--- src/hdl/bgd_pkg.sv ---
// Shared types, constants and register codes for the button gesture detector.
package bgd_pkg;

    localparam int BUTTON_W        = 3;
    localparam int BUTTON_SLOTS    = 1 << BUTTON_W;
    localparam int NUM_BUTTONS_DEF = 8;
    localparam int MASK_W          = 8;
    localparam int TICK_W          = 16;
    localparam int DB_W            = 4;
    localparam int CNT_W           = 4;
    localparam int EV_W            = 3;
    localparam int CFG_IDX_W       = 3;
    localparam int CFG_DATA_W      = 16;

    localparam logic [DB_W-1:0]   DEBOUNCE_RST = DB_W'(3);
    localparam logic [TICK_W-1:0] SHORT_RST    = TICK_W'(60);
    localparam logic [TICK_W-1:0] LONG_RST     = TICK_W'(200);
    localparam logic [MASK_W-1:0] ACTIVE_RST   = '0;
    localparam logic [MASK_W-1:0] ENABLE_RST   = '1;
    localparam logic [TICK_W-1:0] HOLD_MAX     = '1;
    localparam logic [CNT_W-1:0]  CLICK_MAX    = '1;

    typedef enum logic [CFG_IDX_W-1:0] {
        CFG_DEBOUNCE = 3'd0,
        CFG_SHORT    = 3'd1,
        CFG_LONG     = 3'd2,
        CFG_ACTIVE   = 3'd3,
        CFG_ENABLE   = 3'd4
    } cfg_index_t;

    typedef enum logic [EV_W-1:0] {
        EV_NONE   = 3'd0,
        EV_DOWN   = 3'd1,
        EV_UP     = 3'd2,
        EV_REPEAT = 3'd3,
        EV_SINGLE = 3'd4,
        EV_DOUBLE = 3'd5,
        EV_LSTART = 3'd6,
        EV_LHOLD  = 3'd7
    } event_t;

    typedef enum logic [2:0] {
        G_IDLE    = 3'd0,
        G_PRESS   = 3'd1,
        G_RELEASE = 3'd2,
        G_REPRESS = 3'd3,
        G_LONG    = 3'd5
    } gstate_t;

    typedef struct packed {
        logic [BUTTON_W-1:0] button_index;
        logic                pin_level;
    } item_t;

    typedef struct packed {
        logic [BUTTON_W-1:0] result_button;
        event_t              fired_event;
        event_t              status_event;
        logic [CNT_W-1:0]    press_count;
    } result_t;

    typedef struct packed {
        logic [DB_W-1:0]   settle_len;
        logic [TICK_W-1:0] click_gap;
        logic [TICK_W-1:0] long_len;
        logic [MASK_W-1:0] active_level_mask;
        logic [MASK_W-1:0] enable_mask;
    } cfg_t;

    typedef struct packed {
        gstate_t           gesture_state;
        logic [TICK_W-1:0] hold_ticks;
        logic [DB_W-1:0]   debounce_count;
        logic              stable_level;
        logic [CNT_W-1:0]  click_count;
        event_t            event_reg;
    } btn_state_t;

endpackage

--- src/hdl/bgd_state_bank.sv ---
// Per-button state registers with one combinational read and one write port.
module bgd_state_bank
    import bgd_pkg::*;
#(
    parameter int DEPTH = NUM_BUTTONS_DEF,
    parameter int IDX_W = 3
)
(
    input  logic             clk,
    input  logic             rst_n,
    input  logic [IDX_W-1:0] raddr,
    output btn_state_t       rdata,
    input  logic             we,
    input  logic [IDX_W-1:0] waddr,
    input  btn_state_t       wdata
);

    btn_state_t bank_reg [DEPTH];

    always_ff @(posedge clk or negedge rst_n)
    begin
        if (!rst_n)
        begin
            for (int i = 0; i < DEPTH; i++)
            begin
                bank_reg[i].gesture_state  <= G_IDLE;
                bank_reg[i].hold_ticks     <= '0;
                bank_reg[i].debounce_count <= '0;
                // inactive level under the reset polarity mask
                bank_reg[i].stable_level   <= 1'b1;
                bank_reg[i].click_count    <= '0;
                bank_reg[i].event_reg      <= EV_NONE;
            end
        end
        else if (we)
        begin
            bank_reg[waddr] <= wdata;
        end
    end

    assign rdata = bank_reg[raddr];

endmodule

--- src/hdl/bgd_step.sv ---
// Debounce and gesture update for one button tick, with the result it reports.
module bgd_step
    import bgd_pkg::*;
(
    input  cfg_t       cfg,
    input  item_t      item,
    input  logic       in_range,
    input  btn_state_t cur,
    output btn_state_t nxt,
    output logic       commit,
    output result_t    res
);

    logic   active;
    logic   enabled;
    logic   pressed;
    event_t fired;

    assign active  = cfg.active_level_mask[item.button_index];
    assign enabled = cfg.enable_mask[item.button_index];
    assign commit  = in_range && enabled;

    always_comb
    begin
        nxt   = cur;
        fired = EV_NONE;

        if (cur.gesture_state != G_IDLE && cur.hold_ticks != HOLD_MAX)
        begin
            nxt.hold_ticks = cur.hold_ticks + TICK_W'(1);
        end

        if (item.pin_level != cur.stable_level)
        begin
            nxt.debounce_count = cur.debounce_count + DB_W'(1);
            if (nxt.debounce_count >= cfg.settle_len)
            begin
                nxt.stable_level   = item.pin_level;
                nxt.debounce_count = '0;
            end
        end
        else
        begin
            nxt.debounce_count = '0;
        end

        pressed = (nxt.stable_level == active);

        case (cur.gesture_state)
            G_IDLE:
            begin
                if (pressed)
                begin
                    nxt.event_reg     = EV_DOWN;
                    fired             = EV_DOWN;
                    nxt.hold_ticks    = '0;
                    nxt.click_count   = CNT_W'(1);
                    nxt.gesture_state = G_PRESS;
                end
                else
                begin
                    nxt.event_reg = EV_NONE;
                end
            end
            G_PRESS:
            begin
                if (!pressed)
                begin
                    nxt.event_reg     = EV_UP;
                    fired             = EV_UP;
                    nxt.hold_ticks    = '0;
                    nxt.gesture_state = G_RELEASE;
                end
                else if (nxt.hold_ticks > cfg.long_len)
                begin
                    nxt.event_reg     = EV_LSTART;
                    fired             = EV_LSTART;
                    nxt.gesture_state = G_LONG;
                end
            end
            G_RELEASE:
            begin
                if (pressed)
                begin
                    nxt.event_reg = EV_DOWN;
                    if (cur.click_count != CLICK_MAX)
                    begin
                        nxt.click_count = cur.click_count + CNT_W'(1);
                    end
                    fired             = EV_REPEAT;
                    nxt.hold_ticks    = '0;
                    nxt.gesture_state = G_REPRESS;
                end
                else if (nxt.hold_ticks > cfg.click_gap)
                begin
                    // third and later clicks end the sequence silently
                    if (cur.click_count == CNT_W'(1))
                    begin
                        nxt.event_reg = EV_SINGLE;
                        fired         = EV_SINGLE;
                    end
                    else if (cur.click_count == CNT_W'(2))
                    begin
                        nxt.event_reg = EV_DOUBLE;
                        fired         = EV_DOUBLE;
                    end
                    nxt.gesture_state = G_IDLE;
                end
            end
            G_REPRESS:
            begin
                if (!pressed)
                begin
                    nxt.event_reg = EV_UP;
                    fired         = EV_UP;
                    if (nxt.hold_ticks < cfg.click_gap)
                    begin
                        nxt.hold_ticks    = '0;
                        nxt.gesture_state = G_RELEASE;
                    end
                    else
                    begin
                        nxt.gesture_state = G_IDLE;
                    end
                end
                else if (nxt.hold_ticks > cfg.click_gap)
                begin
                    nxt.gesture_state = G_IDLE;
                end
            end
            G_LONG:
            begin
                if (pressed)
                begin
                    nxt.event_reg = EV_LHOLD;
                    fired         = EV_LHOLD;
                end
                else
                begin
                    nxt.event_reg     = EV_UP;
                    fired             = EV_UP;
                    nxt.gesture_state = G_IDLE;
                end
            end
            default:
            begin
                nxt.gesture_state = G_IDLE;
            end
        endcase
    end

    always_comb
    begin
        res.result_button = item.button_index;
        res.fired_event   = EV_NONE;
        res.status_event  = EV_NONE;
        res.press_count   = '0;
        if (in_range)
        begin
            if (enabled)
            begin
                res.fired_event  = fired;
                res.status_event = nxt.event_reg;
                res.press_count  = nxt.click_count;
            end
            else
            begin
                // disabled: report the held state untouched
                res.status_event = cur.event_reg;
                res.press_count  = cur.click_count;
            end
        end
    end

endmodule

--- src/hdl/button_gesture_detector.sv ---
// Top level: config registers, input register, state bank, step logic, result register.
//
//   Channel   Signals                         Payload
//   item      item_valid / item_ready         item_t   (button_index, pin_level)
//   result    result_valid / result_ready     result_t (button, fired, status, count)
//   config    cfg_we, cfg_index, cfg_data     register write, no wait, no read-back
//
// An accepted transaction waits in the input register while the step logic computes
// its result, which the result register takes once the result side is free.
// One transaction is accepted per cycle unless the result side stalls; state read and
// write-back of the step logic close in the same cycle, so same-button ticks may follow directly.
// Reset puts every button idle with its stable level inactive; no clearing pass.
// A stalled result holds the result register; the input register still takes
// one more transaction, then item_ready drops until the result is taken.
module button_gesture_detector
    import bgd_pkg::*;
#(
    parameter int NUM_BUTTONS = NUM_BUTTONS_DEF
)
(
    input  logic                  clk,
    input  logic                  rst_n,
    input  logic                  item_valid,
    output logic                  item_ready,
    input  item_t                 item,
    output logic                  result_valid,
    input  logic                  result_ready,
    output result_t               result,
    input  logic                  cfg_we,
    input  logic [CFG_IDX_W-1:0]  cfg_index,
    input  logic [CFG_DATA_W-1:0] cfg_data
);

    // index field reaches only BUTTON_SLOTS entries
    localparam int DEPTH = (NUM_BUTTONS < BUTTON_SLOTS) ? NUM_BUTTONS : BUTTON_SLOTS;
    localparam int IDX_W = (DEPTH > 1) ? $clog2(DEPTH) : 1;

    cfg_t       cfg_reg;
    logic       ivalid_reg;
    item_t      item_reg;
    logic       ovalid_reg;
    result_t    result_reg;

    logic             advance;
    logic             in_range;
    logic [IDX_W-1:0] sel;
    btn_state_t       cur_state;
    btn_state_t       nxt_state;
    logic             commit;
    result_t          step_res;

    always_ff @(posedge clk or negedge rst_n)
    begin
        if (!rst_n)
        begin
            cfg_reg.settle_len        <= DEBOUNCE_RST;
            cfg_reg.click_gap         <= SHORT_RST;
            cfg_reg.long_len          <= LONG_RST;
            cfg_reg.active_level_mask <= ACTIVE_RST;
            cfg_reg.enable_mask       <= ENABLE_RST;
        end
        else if (cfg_we)
        begin
            case (cfg_index)
                CFG_DEBOUNCE: cfg_reg.settle_len        <= cfg_data[DB_W-1:0];
                CFG_SHORT:    cfg_reg.click_gap         <= cfg_data[TICK_W-1:0];
                CFG_LONG:     cfg_reg.long_len          <= cfg_data[TICK_W-1:0];
                CFG_ACTIVE:   cfg_reg.active_level_mask <= cfg_data[MASK_W-1:0];
                CFG_ENABLE:   cfg_reg.enable_mask       <= cfg_data[MASK_W-1:0];
                default:      ; // drop writes beyond the register list
            endcase
        end
    end

    assign advance    = ivalid_reg && (!ovalid_reg || result_ready);
    assign item_ready = !ivalid_reg || advance;

    always_ff @(posedge clk or negedge rst_n)
    begin
        if (!rst_n)
        begin
            ivalid_reg <= 1'b0;
            ovalid_reg <= 1'b0;
        end
        else
        begin
            if (item_ready)
            begin
                ivalid_reg <= item_valid;
            end
            if (advance)
            begin
                ovalid_reg <= 1'b1;
            end
            else if (result_ready)
            begin
                ovalid_reg <= 1'b0;
            end
        end
    end

    always_ff @(posedge clk)
    begin
        if (item_ready && item_valid)
        begin
            item_reg <= item;
        end
        if (advance)
        begin
            result_reg <= step_res;
        end
    end

    assign in_range = 32'(item_reg.button_index) < NUM_BUTTONS;
    assign sel      = IDX_W'(item_reg.button_index);

    bgd_state_bank #(
        .DEPTH (DEPTH),
        .IDX_W (IDX_W)
    ) u_bank (
        .clk   (clk),
        .rst_n (rst_n),
        .raddr (sel),
        .rdata (cur_state),
        .we    (advance && commit),
        .waddr (sel),
        .wdata (nxt_state)
    );

    bgd_step u_step (
        .cfg      (cfg_reg),
        .item     (item_reg),
        .in_range (in_range),
        .cur      (cur_state),
        .nxt      (nxt_state),
        .commit   (commit),
        .res      (step_res)
    );

    assign result_valid = ovalid_reg;
    assign result       = result_reg;

endmodule

--- config.mk ---
export PLATFORM = sky130hd
export DESIGN_NAME = button_gesture_detector
export DESIGN_NICKNAME = d
export VERILOG_FILES = /design/src/hdl/bgd_pkg.sv /design/src/hdl/bgd_state_bank.sv /design/src/hdl/bgd_step.sv /design/src/hdl/button_gesture_detector.sv
export SDC_FILE = /design/constraint.sdc
export NUM_CORES = 1
export LEC_CHECK = 0
export ABC_AREA = 1
export BUFFER_PORTS_ARGS = -buffer_cell sky130_fd_sc_hd__buf_2
export CORE_MARGIN = 1
export CORE_UTILIZATION = 60
export CTS_CLUSTER_SIZE = 30
export DETAILED_ROUTE_END_ITERATION = 7
export GPL_TIMING_DRIVEN = 0
export PLACE_DENSITY = 0.73
export SYNTH_ARGS = -nofsm -noshare
export SYNTH_HDL_FRONTEND = slang
export SYNTH_SLANG_ARGS = --single-unit
--- constraint.sdc ---
create_clock -name clk -period 4.8 [get_ports clk]
set_clock_uncertainty 0.2 [all_clocks]
set_input_delay 0.96 -clock clk [delete_from_list [all_inputs] [get_ports clk]]
set_output_delay 0.96 -clock clk [all_outputs]
set_load 0.02 [all_outputs]
==> metrics.yaml, run 1 <==
fin_tns_setup_ps: -75.4
dieArea_mm2: 0.0296
max_stage_delay_ps: 510
final_area_mm2: 0.0212
p_leak_nw: 11.2
path_common_cell: "nand2_1"
antenna_found_initial: 0
design_power_total_mw: 13.1
die_h_um: 172
placed_cell_area_mm2: 0.0181
overflow: 0
grt_setup_unrepaired: "yes"
cp_num_buf_inv: 7
io_buffers: 42
start_util_pct: 61.7
grt_max_degree: 123
synth-seq-cells: 319
setup-violations-final: 2
synthSimpleGateAreaFrac_pct: 36.5
wl_um: 63200
io-pin-count: 43
hold_viol: 0
grt_pass1_vias: 16037
cts_htree_levels: 2
slew_viol_final: 0
clock_latency_ps: 530
drive_above_1_share_pct: 18.7
largest_reg_flops: 248
globalplace.congestion: 1.01
status: "complete, but fails checks"
worstSetupPathType: "register to register"
fin_hold_ws_ps: 199
cts_sinks: 319
via_per_inst: 5.96
irDropWorstVdd_v: 0.000370
layout_common_cells: "nand2_1, dfrtp_1, inv_1, nand3_1, o21ai_0"
synth_seq_area_share_pct: 46.6
path_delay_family: "simple AND/OR/NAND/NOR gates"
syn_nets: 2446
cts-buffers-inserted: 36
clk_path_buf_depth: 3
synthMuxAreaShare_pct: 0
core_area_mm2: 0.0282
diodes: 0
area_delta_synth_final_pct: 22.3
fp.dieW_um: 172
grt_usage_pct: 42.1
layout_setup_ws_ps: -53.0
relSlewSlack_pct: 30.0
reg2reg_to: "result[4]"
violations: "DRC, setup timing"
worst-path-stages: 34
tightest_slew_ps: 1050
maxCapViolations: 0
synth_top_family_by_area: "simple AND/OR/NAND/NOR gates"
fin_crit_sh_pct: 101
postSynthCellCount: 2377
vias: 17547
dp_hpwl_um: 40800
final_common_cell: "nand2_1"
row_count: 61
ys_warn_count: 0
crit_slowest_cell: "edfxtp_1"
critPathArrivalTime_ps: 4930
nNetsFinal: 2610
drt_pass1_iterations: 8
cts_tree: "built"
r2r_start: "sel[0]"
worstRegToRegCells: 34
synthAdderAreaFrac_pct: 2.95
drc: 1
p_per_area_mw_per_mm2: 617
synth_compound_area_share_pct: 6.62
startpoint_type: "register"
synthXorXnorAreaFrac_pct: 0.202
worstPathRequired_ps: 4880
reg2reg_slack_ps: -50
hold_class: "input port to async pin"
cp-end-kind: "register"
clkTransAtPathRegs_ps: 60
max_freq_ghz: 0.206
ys_types: 46
first_iter_violations: 2328
worst-path-max-fanout: 8
drtAntennaViolNets: 0
wl_per_cell_um: 21.5
avgSynthCellArea_um2: 7.31
period_minus_slack_ps: 4850
synth_area_mm2: 0.0174
fill_cells: 2099
grt_pass1_wl_um: 92100
clockRootBuffer: "clkbuf_16"
cts_hold_buf: 0
==> area by class of cell <==
type | instances | area [um2] | area share (%)
multi-input cells | 1780 | 8830 | 41.6
flip-flops and latches | 319 | 8100 | 38.1
clock buffers | 52 | 1120 | 5.29
repair buffers | 124 | 991 | 4.66
plain buffers | 112 | 897 | 4.22
inverters | 167 | 663 | 3.12
well taps | 378 | 473 | 2.23
clock inverters | 13 | 156 | 0.736
repair inverters | 1 | 8.76 | 0.0412
==> through the flow <==
step	utilization (%)	worst slack (ps)	cells
after floorplan	-	531	2377
after global placement	64.1	-3110	2797
after detailed placement	64.4	-951	2800
after CTS	70.6	10.9	2881
after global routing	75.4	-211	2946
final	75.4	-53.0	2946
==> kinds of logic after synthesis <==
logic type               count (synthesis)
AND/OR/NAND/NOR                       1530
flip-flops                             319
XOR/XNOR                                 4
buffers and inverters                  279
adder cells (fa/ha/maj)                 41
AO/OA/AOI/OAI                          204
==> per-layer routing <==
layer,up-vias,wire [um],track usage (%)
li1,7888,-,-
met5,-,0,0
met3,290,7550,8.70
met2,1152,27900,65.0
met4,0,4580,23.4
met1,8217,23200,55.4
==> how the worst max path moves through the flow <==
stage / startpoint / slack (ps) / end
floorplan: sel[0] / 530 / result[4]
global placement: rst_n / -3110 / u_bank.bank_reg[96]
detailed placement: sel[2] / -950 / result[4]
CTS: sel[0] / 10 / u_bank.bank_reg[140]
global route: sel[0] / -210 / u_bank.bank_reg[1]
finish: sel[0] / -50 / result[4]
==> synthesized netlist by cell type, drive strengths merged <==
master,count,area [um2]
ha,41,513
or2,2,12.5
a21oi,22,118
nand3b,3,22.5
dfrtp,277,6930
clkbuf,35,131
o21ai,133,688
and2,6,37.5
a22o,6,52.6
edfxtp,17,510
dfstp,25,657
o211ai,1,7.51
a31o,1,8.76
a211oi,1,7.51
inv,164,618
clkinv,3,12.5
nand2,1189,4560
o22ai,9,56.3
xnor2,1,8.76
nor3,2,10.0
buf,77,467
nor2,119,524
o21bai,1,7.51
a21o,2,15.0
xor2,3,26.3
a22oi,2,15.0
nand4,77,488
a31oi,21,131
a221oi,5,43.8
nand3,132,691
==> power breakdown <==
group	leakage (nW)	switching, mW	total, mW	internal [mW]
sequential	4.11	0.481	4.13	3.65
clock	0.635	1.17	2.97	1.80
combinational	6.44	3.86	6.01	2.15
==> repair_timing <==
item / in CTS / in global routing
gates cloned: 1 / 6
gates resized for setup: 88 / 195
endpoints found under the setup margin: 250 / 235
pin swaps: 8 / 51
setup buffers: 15 / 59
No activity file was read; power rests on OpenSTA's default activity.
==> inputs of run 2 (changes only) <==
ABC_CLOCK_PERIOD_IN_PS = 4800   (was not set)
TNS_END_PERCENT = 30   (was not set)
==> run 2 against run 1 <==
The run ends with setup timing left. Largest cell class unchanged. Maximum frequency is 0.54% higher. Combinational power is essentially flat. Power about the same. Largest power group unchanged. Clock power about the same.
==> metrics.yaml, run 2 (synthesis gave the netlist of run 1 again) <==
status: "complete, but fails checks"  # unchanged
violations: "setup timing"  # was DRC, setup timing
drt_pass1_iterations: 7  # was 8
largest_reg_flops: 248  # unchanged
start_util_pct: 61.7  # unchanged
clkTransAtPathRegs_ps: 60  # about the same
dieArea_mm2: 0.0296  # unchanged
globalplace.congestion: 1.01  # unchanged
multi_input_area_mm2: 0.00882  # was 0.00883 mm2
r2r_start: "sel[2]"  # was sel[0]
cts-buffers-inserted: 36  # unchanged
p_leak_nw: 11.2  # about the same
antenna_found_initial: 0  # unchanged
startpoint_type: "register"  # unchanged
critPathArrivalTime_ps: 4900  # was 4930 ps
grt_pass1_wl_um: 92100  # unchanged
crit_start: "sel[2]"  # was sel[0]
overflow: 0  # unchanged
io-pin-count: 43  # unchanged
clockRootBuffer: "clkbuf_16"  # unchanged
reg2reg_slack_ps: -30  # was -50 ps
area_delta_synth_final_pct: 22.2  # was 22.3%
irDropWorstVdd_v: 0.000370  # about the same
p_seq_share_pct: 31.5  # about the same
drtAntennaViolNets: 0  # unchanged
setup-violations-final: 5  # was 2
hold_class: "input port to async pin"  # unchanged
grt_pass1_vias: 16037  # unchanged
relSlewSlack_pct: 30.0  # about the same
worstSetupPathType: "register to register"  # unchanged
wl_um: 63400  # was 63200 um
p_comb_share_pct: 45.8  # was 45.9%
die_h_um: 172  # unchanged
p_per_area_mw_per_mm2: 618  # was 617 mW/mm2
pre_cts_ws_ps: -951  # unchanged
final_common_cell: "nand2_1"  # unchanged
switching_share_pct: 42.1  # about the same
drive_above_1_share_pct: 18.6  # was 18.7%
worstPathRequired_ps: 4870  # was 4880 ps
clk_path_buf_depth: 3  # unchanged
clock_latency_ps: 530  # about the same
dp_hpwl_um: 40800  # unchanged
reg2reg_to: "result[9]"  # was result[4]
slew_viol_final: 0  # unchanged
placed_cell_area_mm2: 0.0181  # unchanged
period_minus_slack_ps: 4830  # was 4850 ps
grt_max_degree: 123  # unchanged
first_iter_violations: 2315  # was 2328
cts_tree: "built"  # unchanged
endpoint: "result[9]"  # was result[4]
grt_usage_pct: 42.1  # unchanged
fill_cells: 2102  # was 2099
hold_viol: 0  # unchanged
nNetsFinal: 2609  # was 2610
tightest_slew_ps: 1050  # about the same
drc: 0  # was 1
maxCapViolations: 0  # unchanged
grt_setup_unrepaired: "yes"  # unchanged
row_count: 61  # unchanged
stdcell_count: 2945  # was 2946
via_per_inst: 6.00  # was 5.96
vias: 17658  # was 17.5k
intPower_mw: 7.59  # about the same
cts_sinks: 319  # unchanged
placedCellCount: 2800  # unchanged
worstRegToRegCells: 23  # was 34
fin_crit_sh_pct: 101  # about the same
final_area_mm2: 0.0212  # about the same
worst-path-max-fanout: 10  # was 8
fp.dieW_um: 172  # unchanged
p_sw_mw: 5.53  # was 5.51 mW
layout_common_cells: "nand2_1, dfrtp_1, inv_1, nand3_1, o21ai_0"  # unchanged
clockPowerShare_pct: 22.7  # was 22.6%
cts_htree_levels: 2  # unchanged
diodes: 0  # unchanged
io_buffers: 42  # unchanged
core_area_mm2: 0.0282  # unchanged
regArea_mm2: 0.00810  # unchanged
wl_per_cell_um: 21.5  # about the same
cp-end-kind: "register"  # unchanged
layout_setup_ws_ps: -26.7  # was -53.0 ps
max_freq_ghz: 0.207  # was 0.206 GHz
fin_util_pct: 75.4  # about the same
## run 2: cell types whose count changed in the layout (fill, tap and decap cells not counted), sizes merged
| cell | before | now |
|---|---|---|
| buf | 193 | 192 |
## run 2: stage by stage
stage | hold slack [ps] | power, mW | setup TNS, ps
after floorplan | 242 | 7.22 | 0
after global placement | 258 | 8.48 | -1061120
after detailed placement | 264 | 8.65 | -179880
after CTS | 214 | 11.9 | 0
after global routing | 236 | 13.8 | -11920
final | 198 | 13.1 | -83.1
## run 2: worst min-delay path by stage
stage,end,start,cells after the start,slack [ps]
2_1_floorplan,u_bank.bank_reg[166],u_bank.bank_reg[166],2,240
3_3_place_gp,u_bank.bank_reg[166],u_bank.bank_reg[166],2,260
3_5_place_dp,u_bank.bank_reg[166],u_bank.bank_reg[166],2,260
4_1_cts,cfg_reg[31],rst_n,1,210
5_1_grt,cfg_reg[47],rst_n,1,240
6_report,cfg_reg[41],rst_n,1,200
## run 2: metal layers
metal | track usage (%) | wire length [um] | vias up
met5 | 0 | 0 | -
met4 | 23.4 | 4450 | 0
met3 | 8.70 | 7120 | 293
met2 | 65.0 | 27900 | 1165
met1 | 55.4 | 24000 | 8315
li1 | - | - | 7885
## run 2: cell type report
| type | instances | area share [%] |
|---|---|---|
| clock inverters | 13 | 0.737 |
| flip-flops and latches | 319 | 38.1 |
| plain buffers | 112 | 4.23 |
| repair inverters | 1 | 0.0413 |
| repair buffers | 123 | 4.63 |
| clock buffers | 52 | 5.30 |
| well taps | 378 | 2.23 |
| multi-input cells | 1780 | 41.6 |
| inverters | 167 | 3.12 |
## run 2: worst max-delay path, stage by stage (launching register included)
cell and delay [ps]:
edfxtp_1 550, buf_4 310, buf_2 360, nand2_1 120
nand2_2 130, buf_4 150, nand2_2 100, nor2_4 170
nand2_1 110, o21ai_1 200, nand2_1 120, nand2_4 140
and2_4 220, ha_1 270, a21oi_1 200, o21ai_0 130
a21oi_1 230, nand2_2 140, nand2_1 100, nor2_1 50
nand2_2 150, nand2_2 150, a31oi_1 200, nor2_1 60
## run 2: repair_timing
item                       CTS  global route
setup endpoints to repair  250           235
cloned                       1             6
pin swaps                    8            51
gates resized for setup     88           192
hold buffers                 0             0
buffers inserted            15            58
## run 2: power groups by stage
| stage | logic [mW] | registers [mW] | clock network [mW] |
|---|---|---|---|
| after global placement | 4.37 | 4.11 | 0 |
| after global routing | 6.50 | 4.21 | 3.06 |
| after detailed placement | 4.52 | 4.13 | 0 |
| after CTS | 4.86 | 4.10 | 2.95 |
| after floorplan | 3.18 | 4.04 | 0 |
| final | 6.01 | 4.13 | 2.98 |
